--- src/hw/rtl/sact_pkg.sv ---
`default_nettype none

package sact_pkg;

    localparam int ANGLE_W   = 14;
    localparam int TURN_W    = 32;
    localparam int POS_W     = TURN_W + ANGLE_W;
    localparam int FRAME_W   = 24;
    localparam int CRC_W     = 6;
    localparam int RAW_W     = 32;

    // x^6 + x + 1, the x^6 term is implied by the shift out of the top bit
    localparam logic [CRC_W-1:0]   CRC6_POLY    = 6'h03;
    localparam logic [CRC_W-1:0]   CRC6_INIT    = 6'h00;
    // 0.8 of a 16384-count turn is 13107.2; a step of 13108 or more wraps
    localparam logic [ANGLE_W-1:0] UNWRAP_LIMIT = 14'd13107;

    typedef struct packed {
        logic [ANGLE_W-1:0] angle;
        logic               bad;
    } t_frame_info;

    // Fold one 6-bit chunk into the running CRC, MSB first.
    function automatic logic [CRC_W-1:0] crc6_chunk(
        input logic [CRC_W-1:0] crc_in,
        input logic [CRC_W-1:0] data
    );
        logic [CRC_W-1:0] c;
        c = crc_in ^ data;
        for (int b = 0; b < CRC_W; b++) begin
            if (c[CRC_W-1]) begin
                c = {c[CRC_W-2:0], 1'b0} ^ CRC6_POLY;
            end else begin
                c = {c[CRC_W-2:0], 1'b0};
            end
        end
        return c;
    endfunction

endpackage

`default_nettype wire

--- src/hw/rtl/sact_frame_decode.sv ---
`default_nettype none

module sact_frame_decode #(
    parameter int DATA_SHIFT = 1
) (
    input  wire logic [sact_pkg::RAW_W-1:0] i_raw_word,
    input  wire logic                       i_crc_check_enable,
    output sact_pkg::t_frame_info           o_info
);

    logic [sact_pkg::FRAME_W-1:0] frame;
    logic [sact_pkg::CRC_W-1:0]   crc_a;
    logic [sact_pkg::CRC_W-1:0]   crc_b;
    logic [sact_pkg::CRC_W-1:0]   crc_calc;

    // shift left by DATA_SHIFT, then right by 8: a 24-bit window of the word
    assign frame = i_raw_word[8-DATA_SHIFT +: sact_pkg::FRAME_W];

    assign crc_a    = sact_pkg::crc6_chunk(sact_pkg::CRC6_INIT, frame[23:18]);
    assign crc_b    = sact_pkg::crc6_chunk(crc_a, frame[17:12]);
    assign crc_calc = sact_pkg::crc6_chunk(crc_b, frame[11:6]);

    assign o_info.angle = frame[23:10];
    assign o_info.bad   = i_crc_check_enable && (crc_calc != frame[5:0]);

endmodule

`default_nettype wire

--- src/hw/rtl/sact_turn_unwrap.sv ---
`default_nettype none

module sact_turn_unwrap (
    input  wire logic                          i_clk,
    input  wire logic                          i_rst_n,
    input  wire logic                          i_upd,
    input  wire sact_pkg::t_frame_info         i_info,
    output logic [sact_pkg::ANGLE_W-1:0]       o_next_angle,
    output logic [sact_pkg::TURN_W-1:0]        o_next_turns
);

    logic [sact_pkg::ANGLE_W-1:0] r_last_angle;
    logic [sact_pkg::TURN_W-1:0]  r_turns;
    logic                         r_seeded;
    logic [sact_pkg::ANGLE_W-1:0] n_last_angle;
    logic [sact_pkg::TURN_W-1:0]  n_turns;
    logic                         n_seeded;
    logic                         up;
    logic [sact_pkg::ANGLE_W-1:0] diff;
    logic                         wrap;

    assign up   = i_info.angle > r_last_angle;
    assign diff = up ? (i_info.angle - r_last_angle) : (r_last_angle - i_info.angle);
    assign wrap = diff > sact_pkg::UNWRAP_LIMIT;

    always_comb begin
        n_last_angle = r_last_angle;
        n_turns      = r_turns;
        n_seeded     = r_seeded;
        if (i_upd && !i_info.bad) begin
            // a jump of most of a turn is a wrap the other way
            if (r_seeded && wrap) begin
                n_turns = up ? (r_turns - 32'd1) : (r_turns + 32'd1);
            end
            n_last_angle = i_info.angle;
            n_seeded     = 1'b1;
        end
    end

    always_ff @(posedge i_clk) begin
        if (!i_rst_n) begin
            r_last_angle <= '0;
            r_turns      <= '0;
            r_seeded     <= 1'b0;
        end else begin
            r_last_angle <= n_last_angle;
            r_turns      <= n_turns;
            r_seeded     <= n_seeded;
        end
    end

    assign o_next_angle = n_last_angle;
    assign o_next_turns = n_turns;

    a_bad_keeps_state: assert property (@(posedge i_clk) disable iff (!i_rst_n)
        i_upd && i_info.bad |=> $stable(r_last_angle) && $stable(r_turns)
                                && $stable(r_seeded))
        else $error("bad frame changed tracker state");

    a_turn_single_step: assert property (@(posedge i_clk) disable iff (!i_rst_n)
        1'b1 |=> (r_turns == $past(r_turns)) || (r_turns == $past(r_turns) + 32'd1)
                 || (r_turns == $past(r_turns) - 32'd1))
        else $error("turn counter moved by more than one");

    a_seed_keeps_turns: assert property (@(posedge i_clk) disable iff (!i_rst_n)
        i_upd && !i_info.bad && !r_seeded |=> r_seeded && $stable(r_turns))
        else $error("first good frame changed the turn counter");

    a_idle_keeps_state: assert property (@(posedge i_clk) disable iff (!i_rst_n)
        !i_upd |=> $stable(r_last_angle) && $stable(r_turns))
        else $error("tracker state changed without an update");

endmodule

`default_nettype wire

--- src/hw/rtl/ssi_angle_crc_turn_tracker_top.sv ---
`default_nettype none

// SSI angle tracker: each request carries one raw 32-bit sensor word. The word
// is shifted left by DATA_SHIFT and right by 8 to form a 24-bit frame holding
// a 14-bit angle (bits 23..10) and a CRC6 (bits 5..0, x^6+x+1, init 0, over
// bits 23..6). A frame that passes, or any frame while i_cfg_wr_data was last
// written as 0, unwraps the angle into a signed 32-bit turn count; a jump of
// more than 0.8 of a turn moves the count one step the opposite way, and the
// first passing frame after reset only seeds the tracker. A failing frame sets
// o_crc_error and leaves the tracker alone. Every request yields exactly one
// result: the stored angle, turn count and 46-bit position (turns * 16384 +
// angle) after that request. The block takes one request per cycle unless the
// result stalls; a request passes from the input register to the result
// register, with the decode, CRC and unwrap done in the single combinational
// step between them. A stalled result holds the result register and the input
// register takes one more request before o_ready drops. The CRC check is
// enabled out of reset; write the enable only while no request is in flight.
module ssi_angle_crc_turn_tracker_top #(
    parameter int DATA_SHIFT = 1
) (
    input  wire logic                               i_clk,
    input  wire logic                               i_rst_n,
    input  wire logic                               i_cfg_wr_en,
    input  wire logic                               i_cfg_wr_data,
    input  wire logic                               i_valid,
    output logic                                    o_ready,
    input  wire logic [sact_pkg::RAW_W-1:0]         i_raw_word,
    output logic                                    o_valid,
    input  wire logic                               i_ready,
    output logic [sact_pkg::ANGLE_W-1:0]            o_angle_counts,
    output logic signed [sact_pkg::TURN_W-1:0]      o_turn_count,
    output logic signed [sact_pkg::POS_W-1:0]       o_position_counts,
    output logic                                    o_crc_error
);

    // Configuration: CRC check enable, on after reset.
    logic r_crc_check_enable;

    always_ff @(posedge i_clk) begin
        if (!i_rst_n) begin
            r_crc_check_enable <= 1'b1;
        end else if (i_cfg_wr_en) begin
            r_crc_check_enable <= i_cfg_wr_data;
        end
    end

    // Input register: hold the raw word until the result register is free.
    logic                       r_in_vld;
    logic [sact_pkg::RAW_W-1:0] r_in_word;
    logic                       r_out_vld;
    logic                       adv;

    // advance when the result register is empty or being drained this cycle
    assign adv     = !r_out_vld || i_ready;
    assign o_ready = !r_in_vld || adv;

    always_ff @(posedge i_clk) begin
        if (!i_rst_n) begin
            r_in_vld <= 1'b0;
        end else if (o_ready) begin
            r_in_vld <= i_valid;
        end
    end

    always_ff @(posedge i_clk) begin
        if (i_valid && o_ready) begin
            r_in_word <= i_raw_word;
        end
    end

    // Decode the frame and check its CRC.
    sact_pkg::t_frame_info frame_info;

    sact_frame_decode #(
        .DATA_SHIFT(DATA_SHIFT)
    ) u_decode (
        .i_raw_word        (r_in_word),
        .i_crc_check_enable(r_crc_check_enable),
        .o_info            (frame_info)
    );

    // Unwrap into turns; state moves only when the request leaves the input
    // register for the result register.
    logic                          upd;
    logic [sact_pkg::ANGLE_W-1:0]  next_angle;
    logic [sact_pkg::TURN_W-1:0]   next_turns;

    assign upd = r_in_vld && adv;

    sact_turn_unwrap u_unwrap (
        .i_clk       (i_clk),
        .i_rst_n     (i_rst_n),
        .i_upd       (upd),
        .i_info      (frame_info),
        .o_next_angle(next_angle),
        .o_next_turns(next_turns)
    );

    // Result register: hold the result until the consumer takes it.
    logic [sact_pkg::ANGLE_W-1:0]  r_out_angle;
    logic [sact_pkg::TURN_W-1:0]   r_out_turns;
    logic                          r_out_crc_error;

    always_ff @(posedge i_clk) begin
        if (!i_rst_n) begin
            r_out_vld <= 1'b0;
        end else if (adv) begin
            r_out_vld <= r_in_vld;
        end
    end

    always_ff @(posedge i_clk) begin
        if (upd) begin
            r_out_angle     <= next_angle;
            r_out_turns     <= next_turns;
            r_out_crc_error <= frame_info.bad;
        end
    end

    // angle is below one turn, so the position is the plain concatenation
    assign o_valid           = r_out_vld;
    assign o_angle_counts    = r_out_angle;
    assign o_turn_count      = r_out_turns;
    assign o_position_counts = {r_out_turns, r_out_angle};
    assign o_crc_error       = r_out_crc_error;

endmodule

`default_nettype wire
--- config.mk ---
export PLATFORM = sky130hd
export DESIGN_NAME = ssi_angle_crc_turn_tracker_top
export DESIGN_NICKNAME = d
export VERILOG_FILES = /design/src/hw/rtl/sact_pkg.sv /design/src/hw/rtl/sact_frame_decode.sv /design/src/hw/rtl/sact_turn_unwrap.sv /design/src/hw/rtl/ssi_angle_crc_turn_tracker_top.sv
export SDC_FILE = /design/constraint.sdc
export NUM_CORES = 1
export LEC_CHECK = 0
export BUFFER_PORTS_ARGS = -buffer_cell sky130_fd_sc_hd__buf_2
export CELL_PAD_IN_SITES_DETAIL_PLACEMENT = 1
export CELL_PAD_IN_SITES_GLOBAL_PLACEMENT = 2
export CORE_UTILIZATION = 39
export CTS_BUF_LIST = sky130_fd_sc_hd__clkbuf_16
export DETAILED_ROUTE_END_ITERATION = 8
export PLACE_DENSITY_LB_ADDON = 0.1
export SLEW_MARGIN = 5
export SYNTH_ARGS = -nofsm -noshare
export SYNTH_HDL_FRONTEND = slang
export SYNTH_SLANG_ARGS = --single-unit
--- constraint.sdc ---
create_clock -name i_clk -period 9.18 [get_ports i_clk]
set_input_delay 0.459 -clock i_clk [delete_from_list [all_inputs] [get_ports i_clk]]
set_output_delay 0.459 -clock i_clk [all_outputs]
set_load 0.005 [all_outputs]
; ---- After elaboration in Yosys (flattened, before gate mapping)
; Index checks and enable logic that the tools add are counted.
; Widths: inputs -> output; s select.
[op_classes]
add_sub_neg = 4
n_lt_le_gt_ge = 2
eq_ne = 1
mux = 23
bitwise = 20
n_reduce_logical = 10
[ops]
columns = cell, n
row1 = $mux 32, 3
row2 = $mux 2, 18
row3 = $not 2->2, 18
row4 = $add 32x1->32 const B, 1
row5 = $sub 32x1->32 const B, 1
row6 = $mux 14, 2
row7 = $sub 14x14->14, 2
row8 = $gt 14x14->1, 1
row9 = $gt 14x14->1 const B, 1
row10 = $xor 6x6->6, 2
row11 = $ne 6x6->1, 1
row12 = $logic_and 1x1->1, 5
row13 = $logic_not 1->1, 3
row14 = $logic_or 1x1->1, 2
[word_totals]
reg_bits = 128
in_bits = 38
output_inout_bits = 95
word_cells = 70

; ---- Depth between registers and ports, before layout
; Gate-level depths: netlist of the first run.
[depth]
depth_word = 43
ltp_mapped = 21
ltp_nobuf = 20

; ---- Cells and area by module
; A second synthesis of the first run with hierarchy kept.
[unflattened]
cells_unflattened = 871
hier_area_um2 = 8376.8
[by_module_without_submodules]
columns = mod, instances, cells_each, area_each_um2, seq_area_each_um2
row1 = sact_turn_unwrap, 1, 673, 4986.0, 940.9
row2 = ssi_angle_crc_turn_tracker_top, 1, 137, 2855.2, 2432.3
row3 = sact_frame_decode, 1, 61, 535.5, 0.0

; ---- Worst setup path before layout of the first run
; OpenSTA, ideal clock, no wires.
[synth_timing]
kind = register -> register
start = register r_in_word[24] in the netlist's numbering
end = register r_out_turns (netlist bit o_turn_count[31]) (data pin)
setup_time_ns = 0.258
arrival_ns = 5.446
t_required_ns = 8.922
slack_ns = 3.476
stages_incl_launch_ff = 19
path_buffers = 1
period_less_slack_ns = 5.704
path_cell_list = edfxtp_1 > inv_1 > ha_1 > clkbuf_1 > and3_1 > nand3_1 > o2111ai_1 > o21ai_1 > ha_1 > a211oi_1 > o311ai_0 > a311oi_1 > nor3_1 > nor2_1 > o21ai_0 > a2111oi_0 > xnor2_1 > nand2_1 > xnor2_1
[synth_via]
elab_chain_cells = 13
[synth_rtl]
columns = element, line_no
row1 = from (decl), ssi_angle_crc_turn_tracker_top.sv:49  ; logic [sact_pkg::RAW_W-1:0] r_in_word;
row2 = from (signal assigned), ssi_angle_crc_turn_tracker_top.sv:67  ; r_in_word <= i_raw_word;
row3 = "parallel branches: the longest is 12 deep, another holds $sub 14x14->14", --
row4 = $mux 32 (*), sact_turn_unwrap.sv:30  ; if (i_upd && !i_info.bad) begin
row5 = "via next_turns, one bit", ssi_angle_crc_turn_tracker_top.sv:86  ; logic [sact_pkg::TURN_W-1:0] next_turns;
row6 = to (signal assigned), ssi_angle_crc_turn_tracker_top.sv:115  ; r_out_turns <= next_turns;
row7 = to (decl), ssi_angle_crc_turn_tracker_top.sv:101  ; logic [sact_pkg::TURN_W-1:0] r_out_turns;
; Mark *: on every way through the listed nets, which the timed path passes.
; A chain may end at the register's enable or synchronous reset.

; ---- Worst setup path after layout of the first run
[layout_timing]
start = register r_in_word[17] in the netlist's numbering
end = register r_out_turns (netlist bit o_turn_count[31]) (data pin)
[layout_via]
elab_chain_cells = 9
[layout_rtl]
columns = element, line_no
row1 = "parallel branches: the longest is 8 deep, another holds $sub 14x14->14", --
row2 = $mux 32 (*), sact_turn_unwrap.sv:30
row3 = "via next_turns, one bit", ssi_angle_crc_turn_tracker_top.sv:86
; Marks and branches as above.

==> reports/qor.yml, run 1 <==
floorplanning:
  initial_utilization_pct: 40.2
  dieArea_mm2: 0.0208
  ios: 133
  die_h_um: 144
  num_rows: 51
  design.core.area_mm2: 0.0197
  die_w_um: 144
setup_path:
  cp_data_arrival_time_ns: 6.08
  r2r_end: "o_turn_count[31]$_DFFE_PP_"
  critical_path_class: "register to register"
  start_kind: "register"
  rrSetupSlack_ns: 3.26
  worstRegToRegCells: 21
  r2r_start: "r_in_word[17]$_DFFE_PP_"
  crit_required_ns: 9.34
  end_kind: "register"
  cp_max_fo: 38
route:
  wl_per_cell_um: 17.3
  drt.antenna.violating_nets: 0
  first_pass_iters: 4
  dr.first_iter.drc_count: 166
  drc: 0
  vias_per_cell: 5.21
  vias: 5783
  routed_wl_um: 19300
sta:
  slew_headroom_pct: 25.1
  fin_crit_sh_pct: 64.5
  finClkSkew_ns: 0.0116
  tightest_slew_ns: 1.12
  finalSetupViolations: 0
  setup_tns_ns: 0
  fmax_ghz: 0.169
  period_needed_ns: 5.92
  hold_ws_ns: 0.219
  drv_slew: 0
  hold_viol_final: 0
  rsz0062_at_grt: "false"
logic_synthesis:
  ys_seq_area_share_pct: 39.7
  ys.flop_type: "edfxtp_1"
  synth_area_leaders: "edfxtp_1, dfxtp_1, ha_1"
  synth_top_area_cell: "edfxtp_1"
  synth.avg_cell_area_um2: 10.4
  netlist_area_mm2: 0.00789
  synth.net_count: 857
  yosys.cell_types.count: 70
  synth_top_area_share_pct: 27.0
  yosys_warnings: 0
  syn_inst: 759
  synth_edf_count: 71
  ys_ff_latch: 121
  ys_async_sr_fraction_pct: 0
clock_network:
  h-tree-depth: 4
  clk_pin_slew_ns: 0.06
  clkLatencyLatePin_ns: 0.42
  clock_path_buffers: 2
  root_buffer: "clkbuf_16"
  cts_tree: "done"
  cts_inserted_buffers: 17
  cts_hold_buf: 0
  cts_resized: 0
  cts_setup_buffers: 0
  cts.sinks: 121
global_routing:
  grt_pass1_vias: 6031
  antenna_found_initial: 0
  grt_overflow: 0
  grt_start_max_net_pins: 53
  grt_first_pass_wirelength_um: 30700
  track_usage_pct: 19.3
outcome:
  status: "finished clean"
worst_hold_path:
  hp-start: "i_raw_word[19]"
  hold_path_class: "input port to register"
  hold_depth: 1
  holdPathEnd: "r_in_word[19]$_DFFE_PP_"
power:
  p_total_w: 0.00151
  peakVddDrop_mv: 0.115
  power_leakage_nw: 3.94
  powerDensity_mw_per_mm2: 167
place:
  place_congestion: 0.831
  hpwlAfterDp_um: 13800
  portBuffers: 124
  placed_cell_area_mm2: 0.00842
cells_and_area:
  syn_to_final_growth_pct: 14.2
  nNetsFinal: 931
  antenna_cells: 0
  drive_above_1_share_pct: 23.4
  fin_area_mm2: 0.00901
  final_cell_mix: "buf_2, edfxtp_1, ha_1"
  layout_commonest_cell: "buf_2"
job:
  drv_cap: 0
[cells in the mapped netlist (5+ instances only)]
| library cell | instances |
|---|---|
| a211oi_1 | 6 |
| ha_1 | 57 |
| and3_1 | 6 |
| dfxtp_1 | 50 |
| a31oi_1 | 6 |
| a21oi_1 | 46 |
| a21o_1 | 17 |
| nand2_1 | 39 |
| o211ai_1 | 7 |
| clkbuf_1 | 19 |
| nand3b_1 | 5 |
| xnor2_1 | 44 |
| or3_1 | 5 |
| xor2_1 | 20 |
| o21a_1 | 14 |
| nor3_1 | 15 |
| nand4_1 | 5 |
| mux2_4 | 20 |
| nor2b_1 | 8 |
| inv_1 | 37 |
| and2_1 | 51 |
| nand3_1 | 6 |
| edfxtp_1 | 71 |
| mux2_1 | 5 |
| nand2b_1 | 6 |
| o21ai_0 | 35 |
| xnor3_1 | 7 |
| mux2_2 | 6 |
| nor2_1 | 26 |
| buf_4 | 46 |
| o21bai_1 | 8 |
[area by class of cell]
class / count / area [µm²]
Multi-Input combinational cell: 528 / 4170
Clock inverter: 15 / 166
Sequential cell: 121 / 3130
Fill cell: 2229 / 10600
Inverter: 37 / 139
Tap cell: 265 / 332
Clock buffer: 17 / 425
Timing Repair Buffer: 128 / 651
[report_power, final]
part	switching [W]	internal, W
Clock	0.000271	0.000406
Sequential	0.0000130	0.000591
Combinational	0.000128	0.0000991
Total	0.000413	0.00110
[critical path: stages, from the launching register on]
cell	delay, ns
edfxtp_1	0.46
inv_1	0.09
ha_1	0.16
inv_1	0.05
fa_1	0.41
a21o_1	0.20
nand4_1	0.12
nand3_1	0.18
a311oi_1	0.49
o21ai_4	0.10
buf_4	0.29
ha_1	0.36
a211oi_1	0.27
o311ai_0	0.24
a311oi_1	0.69
nor3_1	0.18
nor2_1	0.21
o21ai_0	0.17
a2111oi_0	0.52
xnor2_1	0.18
nand2_1	0.11
xnor2_1	0.17
[metrics by stage]
step                cells  setup WS, ns  utilization, %
floorplan             759          3.48               -
global placement     1079          3.26            42.8
detailed placement   1079          3.25            42.8
CTS                  1111          3.17            45.9
global route         1111          2.76            45.9
finish               1111          3.26            45.9
[flip-flops by register name, summed over array words and instances (netlist names)]
| register | count |
|---|---|
| o_angle_counts | 14 |
| o_crc_error | 1 |
| o_turn_count | 32 |
| o_valid | 1 |
| r_crc_check_enable | 1 |
| r_in_vld | 1 |
| r_in_word | 24 |
| u_unwrap.r_last_angle | 14 |
| u_unwrap.r_seeded | 1 |
| u_unwrap.r_turns | 32 |
[kinds of logic (layout without fill, tap and decap cells)]
logic type,Yosys count,count (layout),share of synthesized area (%)
xor gates and xnor gates,72,72,9.42
and+or+nand+nor,186,186,12.9
AOI/OAI and AO/OA,175,175,14.5
muxes,35,35,5.88
adders and majority gates,60,60,9.80
DFF,121,121,39.7
buffers and inverters,110,197,7.77
[per-layer routing]
layer	vias up	GRT usage [%]	wire length [µm]
met1	2839	22.0	8160
met2	98	35.8	10100
li1	2821	-	-
met5	-	0	0
met4	0	7.53	431
met3	25	3.08	517
[worst max path at each step]
stage | from | end | slack, ns | cells after the start
2_1_floorplan | r_in_word[24]$_DFFE_PP_ | o_turn_count[31]$_DFFE_PP_ | 3.48 | 18
3_3_place_gp | r_in_word[17]$_DFFE_PP_ | o_turn_count[31]$_DFFE_PP_ | 3.26 | 21
3_5_place_dp | r_in_word[17]$_DFFE_PP_ | o_turn_count[31]$_DFFE_PP_ | 3.25 | 21
4_1_cts | r_in_word[17]$_DFFE_PP_ | o_turn_count[31]$_DFFE_PP_ | 3.17 | 21
5_1_grt | r_in_word[17]$_DFFE_PP_ | o_turn_count[31]$_DFFE_PP_ | 2.76 | 21
6_report | r_in_word[17]$_DFFE_PP_ | o_turn_count[31]$_DFFE_PP_ | 3.26 | 21
No activity file was read; power rests on OpenSTA's default activity.
==> inputs of run 2 (changes only) <==
--- a/config.mk
+++ b/config.mk
@@ -8,7 +8,7 @@
 export BUFFER_PORTS_ARGS = -buffer_cell sky130_fd_sc_hd__buf_2
 export CELL_PAD_IN_SITES_DETAIL_PLACEMENT = 1
 export CELL_PAD_IN_SITES_GLOBAL_PLACEMENT = 2
-export CORE_UTILIZATION = 39
+export CORE_UTILIZATION = 37
 export CTS_BUF_LIST = sky130_fd_sc_hd__clkbuf_16
 export DETAILED_ROUTE_END_ITERATION = 8
 export PLACE_DENSITY_LB_ADDON = 0.1
==> constraint.sdc (replaced) <==
create_clock -name i_clk -period 5.7 [get_ports i_clk]
set_input_delay 0.285 -clock i_clk [delete_from_list [all_inputs] [get_ports i_clk]]
set_output_delay 0.285 -clock i_clk [all_outputs]
set_load 0.005 [all_outputs]
==> run 2 against run 1 <==
  * Die area up 5.3%
  * Sequential share of layout area down 0.88 points
  * Total power up 64%
  * Worst hold slack worse by 0.18 ns
  * Combinational power up 72%
  * Largest power group unchanged
  * Critical path type unchanged
  * Utilization down 1.7 points
==> reports/qor.yml, run 2 (same netlist as run 1, synthesis figures left out) <==
outcome:
  status: "finished clean"  # unchanged
setup_path:
  path_cells: "inv_1 > ha_1 > inv_1 > fa_1 > a21o_1 > nand4_1 > nand3_1 > a311oi_1 > buf_4 > o21ai_4 > buf_12 > buf_4 > ha_1 > and3_1 > a311oi_1 > o21ai_0 > nor2_1 > o21ai_0 > a2111oi_0 > xnor2_1 > nand2_1 > xnor2_1"  # was inv_1 > ha_1 > inv_1 > fa_1 > a21o_1 > nand4_1 > nand3_1 > a311oi_1 > o21ai_4 > buf_4 > ha_1 > a211oi_1 > o311ai_0 > a311oi_1 > nor3_1 > nor2_1 > o21ai_0 > a2111oi_0 > xnor2_1 > nand2_1 > xnor2_1
  critical_path_class: "register to register"  # unchanged
  max_stage_delay_ns: 0.54  # was 0.69 ns
  critPathSlowestCell: "a2111oi_0"  # was a311oi_1
  cp_data_arrival_time_ns: 5.52  # was 6.08 ns
  crit_required_ns: 5.87  # was 9.34 ns
  cp_max_fo: 11  # was 38
  end_kind: "register"  # unchanged
  crit_family: "compound AO/OA/AOI/OAI gates"  # unchanged
  start_kind: "register"  # unchanged
  worst-path-buf-inv: 5  # was 3
cells_and_area:
  drive_above_1_share_pct: 25.8  # was 23.4%
  syn_to_final_growth_pct: 17.2  # was 14.2%
  layout_commonest_cell: "buf_2"  # unchanged
  final_cell_mix: "buf_2, edfxtp_1, ha_1"  # unchanged
  antenna_cells: 0  # unchanged
  nFillCells: 2396  # was 2,229
  nNetsFinal: 958  # was 931
route:
  drt.antenna.violating_nets: 0  # unchanged
  first_pass_iters: 6  # was 4
  wl_per_cell_um: 17.8  # was 17.3 µm
  dr.first_iter.drc_count: 166  # unchanged
  vias: 5913  # was 5,783
  vias_per_cell: 5.15  # was 5.21
  drc: 0  # unchanged
  routed_wl_um: 20400  # was 19,300 µm
sta:
  hold_viol_final: 0  # unchanged
  fin_crit_sh_pct: 93.9  # was 64.5%
  tightest_slew_ns: 1.14  # was 1.12 ns
  finalSetupViolations: 0  # unchanged
  rsz0062_at_grt: "false"  # unchanged
  setup_tns_ns: 0  # unchanged
  drv_slew: 0  # unchanged
  slew_headroom_pct: 23.7  # was 25.1%
  period_needed_ns: 5.35  # was 5.92 ns
  hold_ws_ns: 0.0424  # was 0.219 ns
  fmax_ghz: 0.187  # was 0.169 GHz
  finClkSkew_ns: 0.00837  # was 0.0116 ns
clock_network:
  cts_resized: 0  # unchanged
  clk_pin_slew_ns: 0.06  # about the same
  clock_path_buffers: 2  # unchanged
  cts_hold_buf: 0  # unchanged
  cts_setup_buffers: 0  # unchanged
  cts_tree: "done"  # unchanged
  clkLatencyLatePin_ns: 0.42  # about the same
  cts_inserted_buffers: 17  # unchanged
  h-tree-depth: 4  # unchanged
  cts.sinks: 121  # unchanged
  root_buffer: "clkbuf_16"  # unchanged
power:
  peakVddDrop_mv: 0.182  # was 0.115 mV
  powerDensity_mw_per_mm2: 267  # was 167 mW/mm²
  power_leakage_nw: 4.08  # was 3.94 nW
  p_total_w: 0.00247  # was 0.00151 W
floorplanning:
  ios: 133  # unchanged
  die_w_um: 148  # was 144 µm
  initial_utilization_pct: 37.7  # was 40.2%
  dieArea_mm2: 0.0219  # was 0.0208 mm²
  num_rows: 53  # was 51
  die_h_um: 148  # was 144 µm
  design.core.area_mm2: 0.0210  # was 0.0197 mm²
global_routing:
  grt_start_max_net_pins: 53  # unchanged
  grt_pass1_vias: 6190  # was 6,031
  grt_first_pass_wirelength_um: 32600  # was 30,700 µm
  antenna_found_initial: 0  # unchanged
  grt_overflow: 0  # unchanged
  track_usage_pct: 19.2  # was 19.3%
worst_hold_path:
  hold_path_class: "input port to register"  # unchanged
place:
  place_congestion: 0.842  # was 0.831
  hpwlAfterDp_um: 14700  # was 13,800 µm
  portBuffers: 124  # unchanged
job:
  drv_cap: 0  # unchanged
run 2: area by class of cell:
cell class / instances / area [µm²] / share of cell area [%]
repair buffers: 155 / 866 / 9.36
clock buffers: 18 / 450 / 4.87
flip-flops and latches: 121 / 3130 / 33.9
multi-input cells: 528 / 4170 / 45.1
well taps: 275 / 344 / 3.72
clock inverters: 14 / 149 / 1.61
inverters: 37 / 139 / 1.50
run 2: final timing paths:
kind	endpoint	cells past startpoint	slack [ns]	start
setup / recovery	o_turn_count[31]$_DFFE_PP_	22	0.35	r_in_word[17]$_DFFE_PP_
hold / removal	r_in_word[28]$_DFFE_PP_	1	0.04	i_raw_word[28]
setup reg to reg	o_turn_count[31]$_DFFE_PP_	22	0.35	r_in_word[17]$_DFFE_PP_
hold reg to reg	u_unwrap.r_turns[31]$_SDFF_PN0_	2	0.49	u_unwrap.r_turns[31]$_SDFF_PN0_
run 2: power breakdown:
group	switching (W)	internal, W	total (W)
combinational	0.000219	0.000174	0.000393
clock	0.000435	0.000671	0.00111
sequential	0.0000163	0.000952	0.000969
run 2: metrics by stage:
stage	cells	cell area, µm²	setup WS [ns]	utilization, %
CTS	1148	9250	0.407	44.1
global route	1148	9250	0.0423	44.1
detailed placement	1116	8650	0.449	41.3
floorplan	759	7900	0.630	-
global placement	1116	8650	0.472	41.3
finish	1148	9250	0.348	44.1
run 2: per-layer routing:
metal	global-route usage (%)	up-vias	wire length [µm]
li1	-	2875	-
met1	22.1	2915	8780
met2	35.4	100	10700
met3	3.34	23	564
met4	6.91	0	402
met5	0	-	0
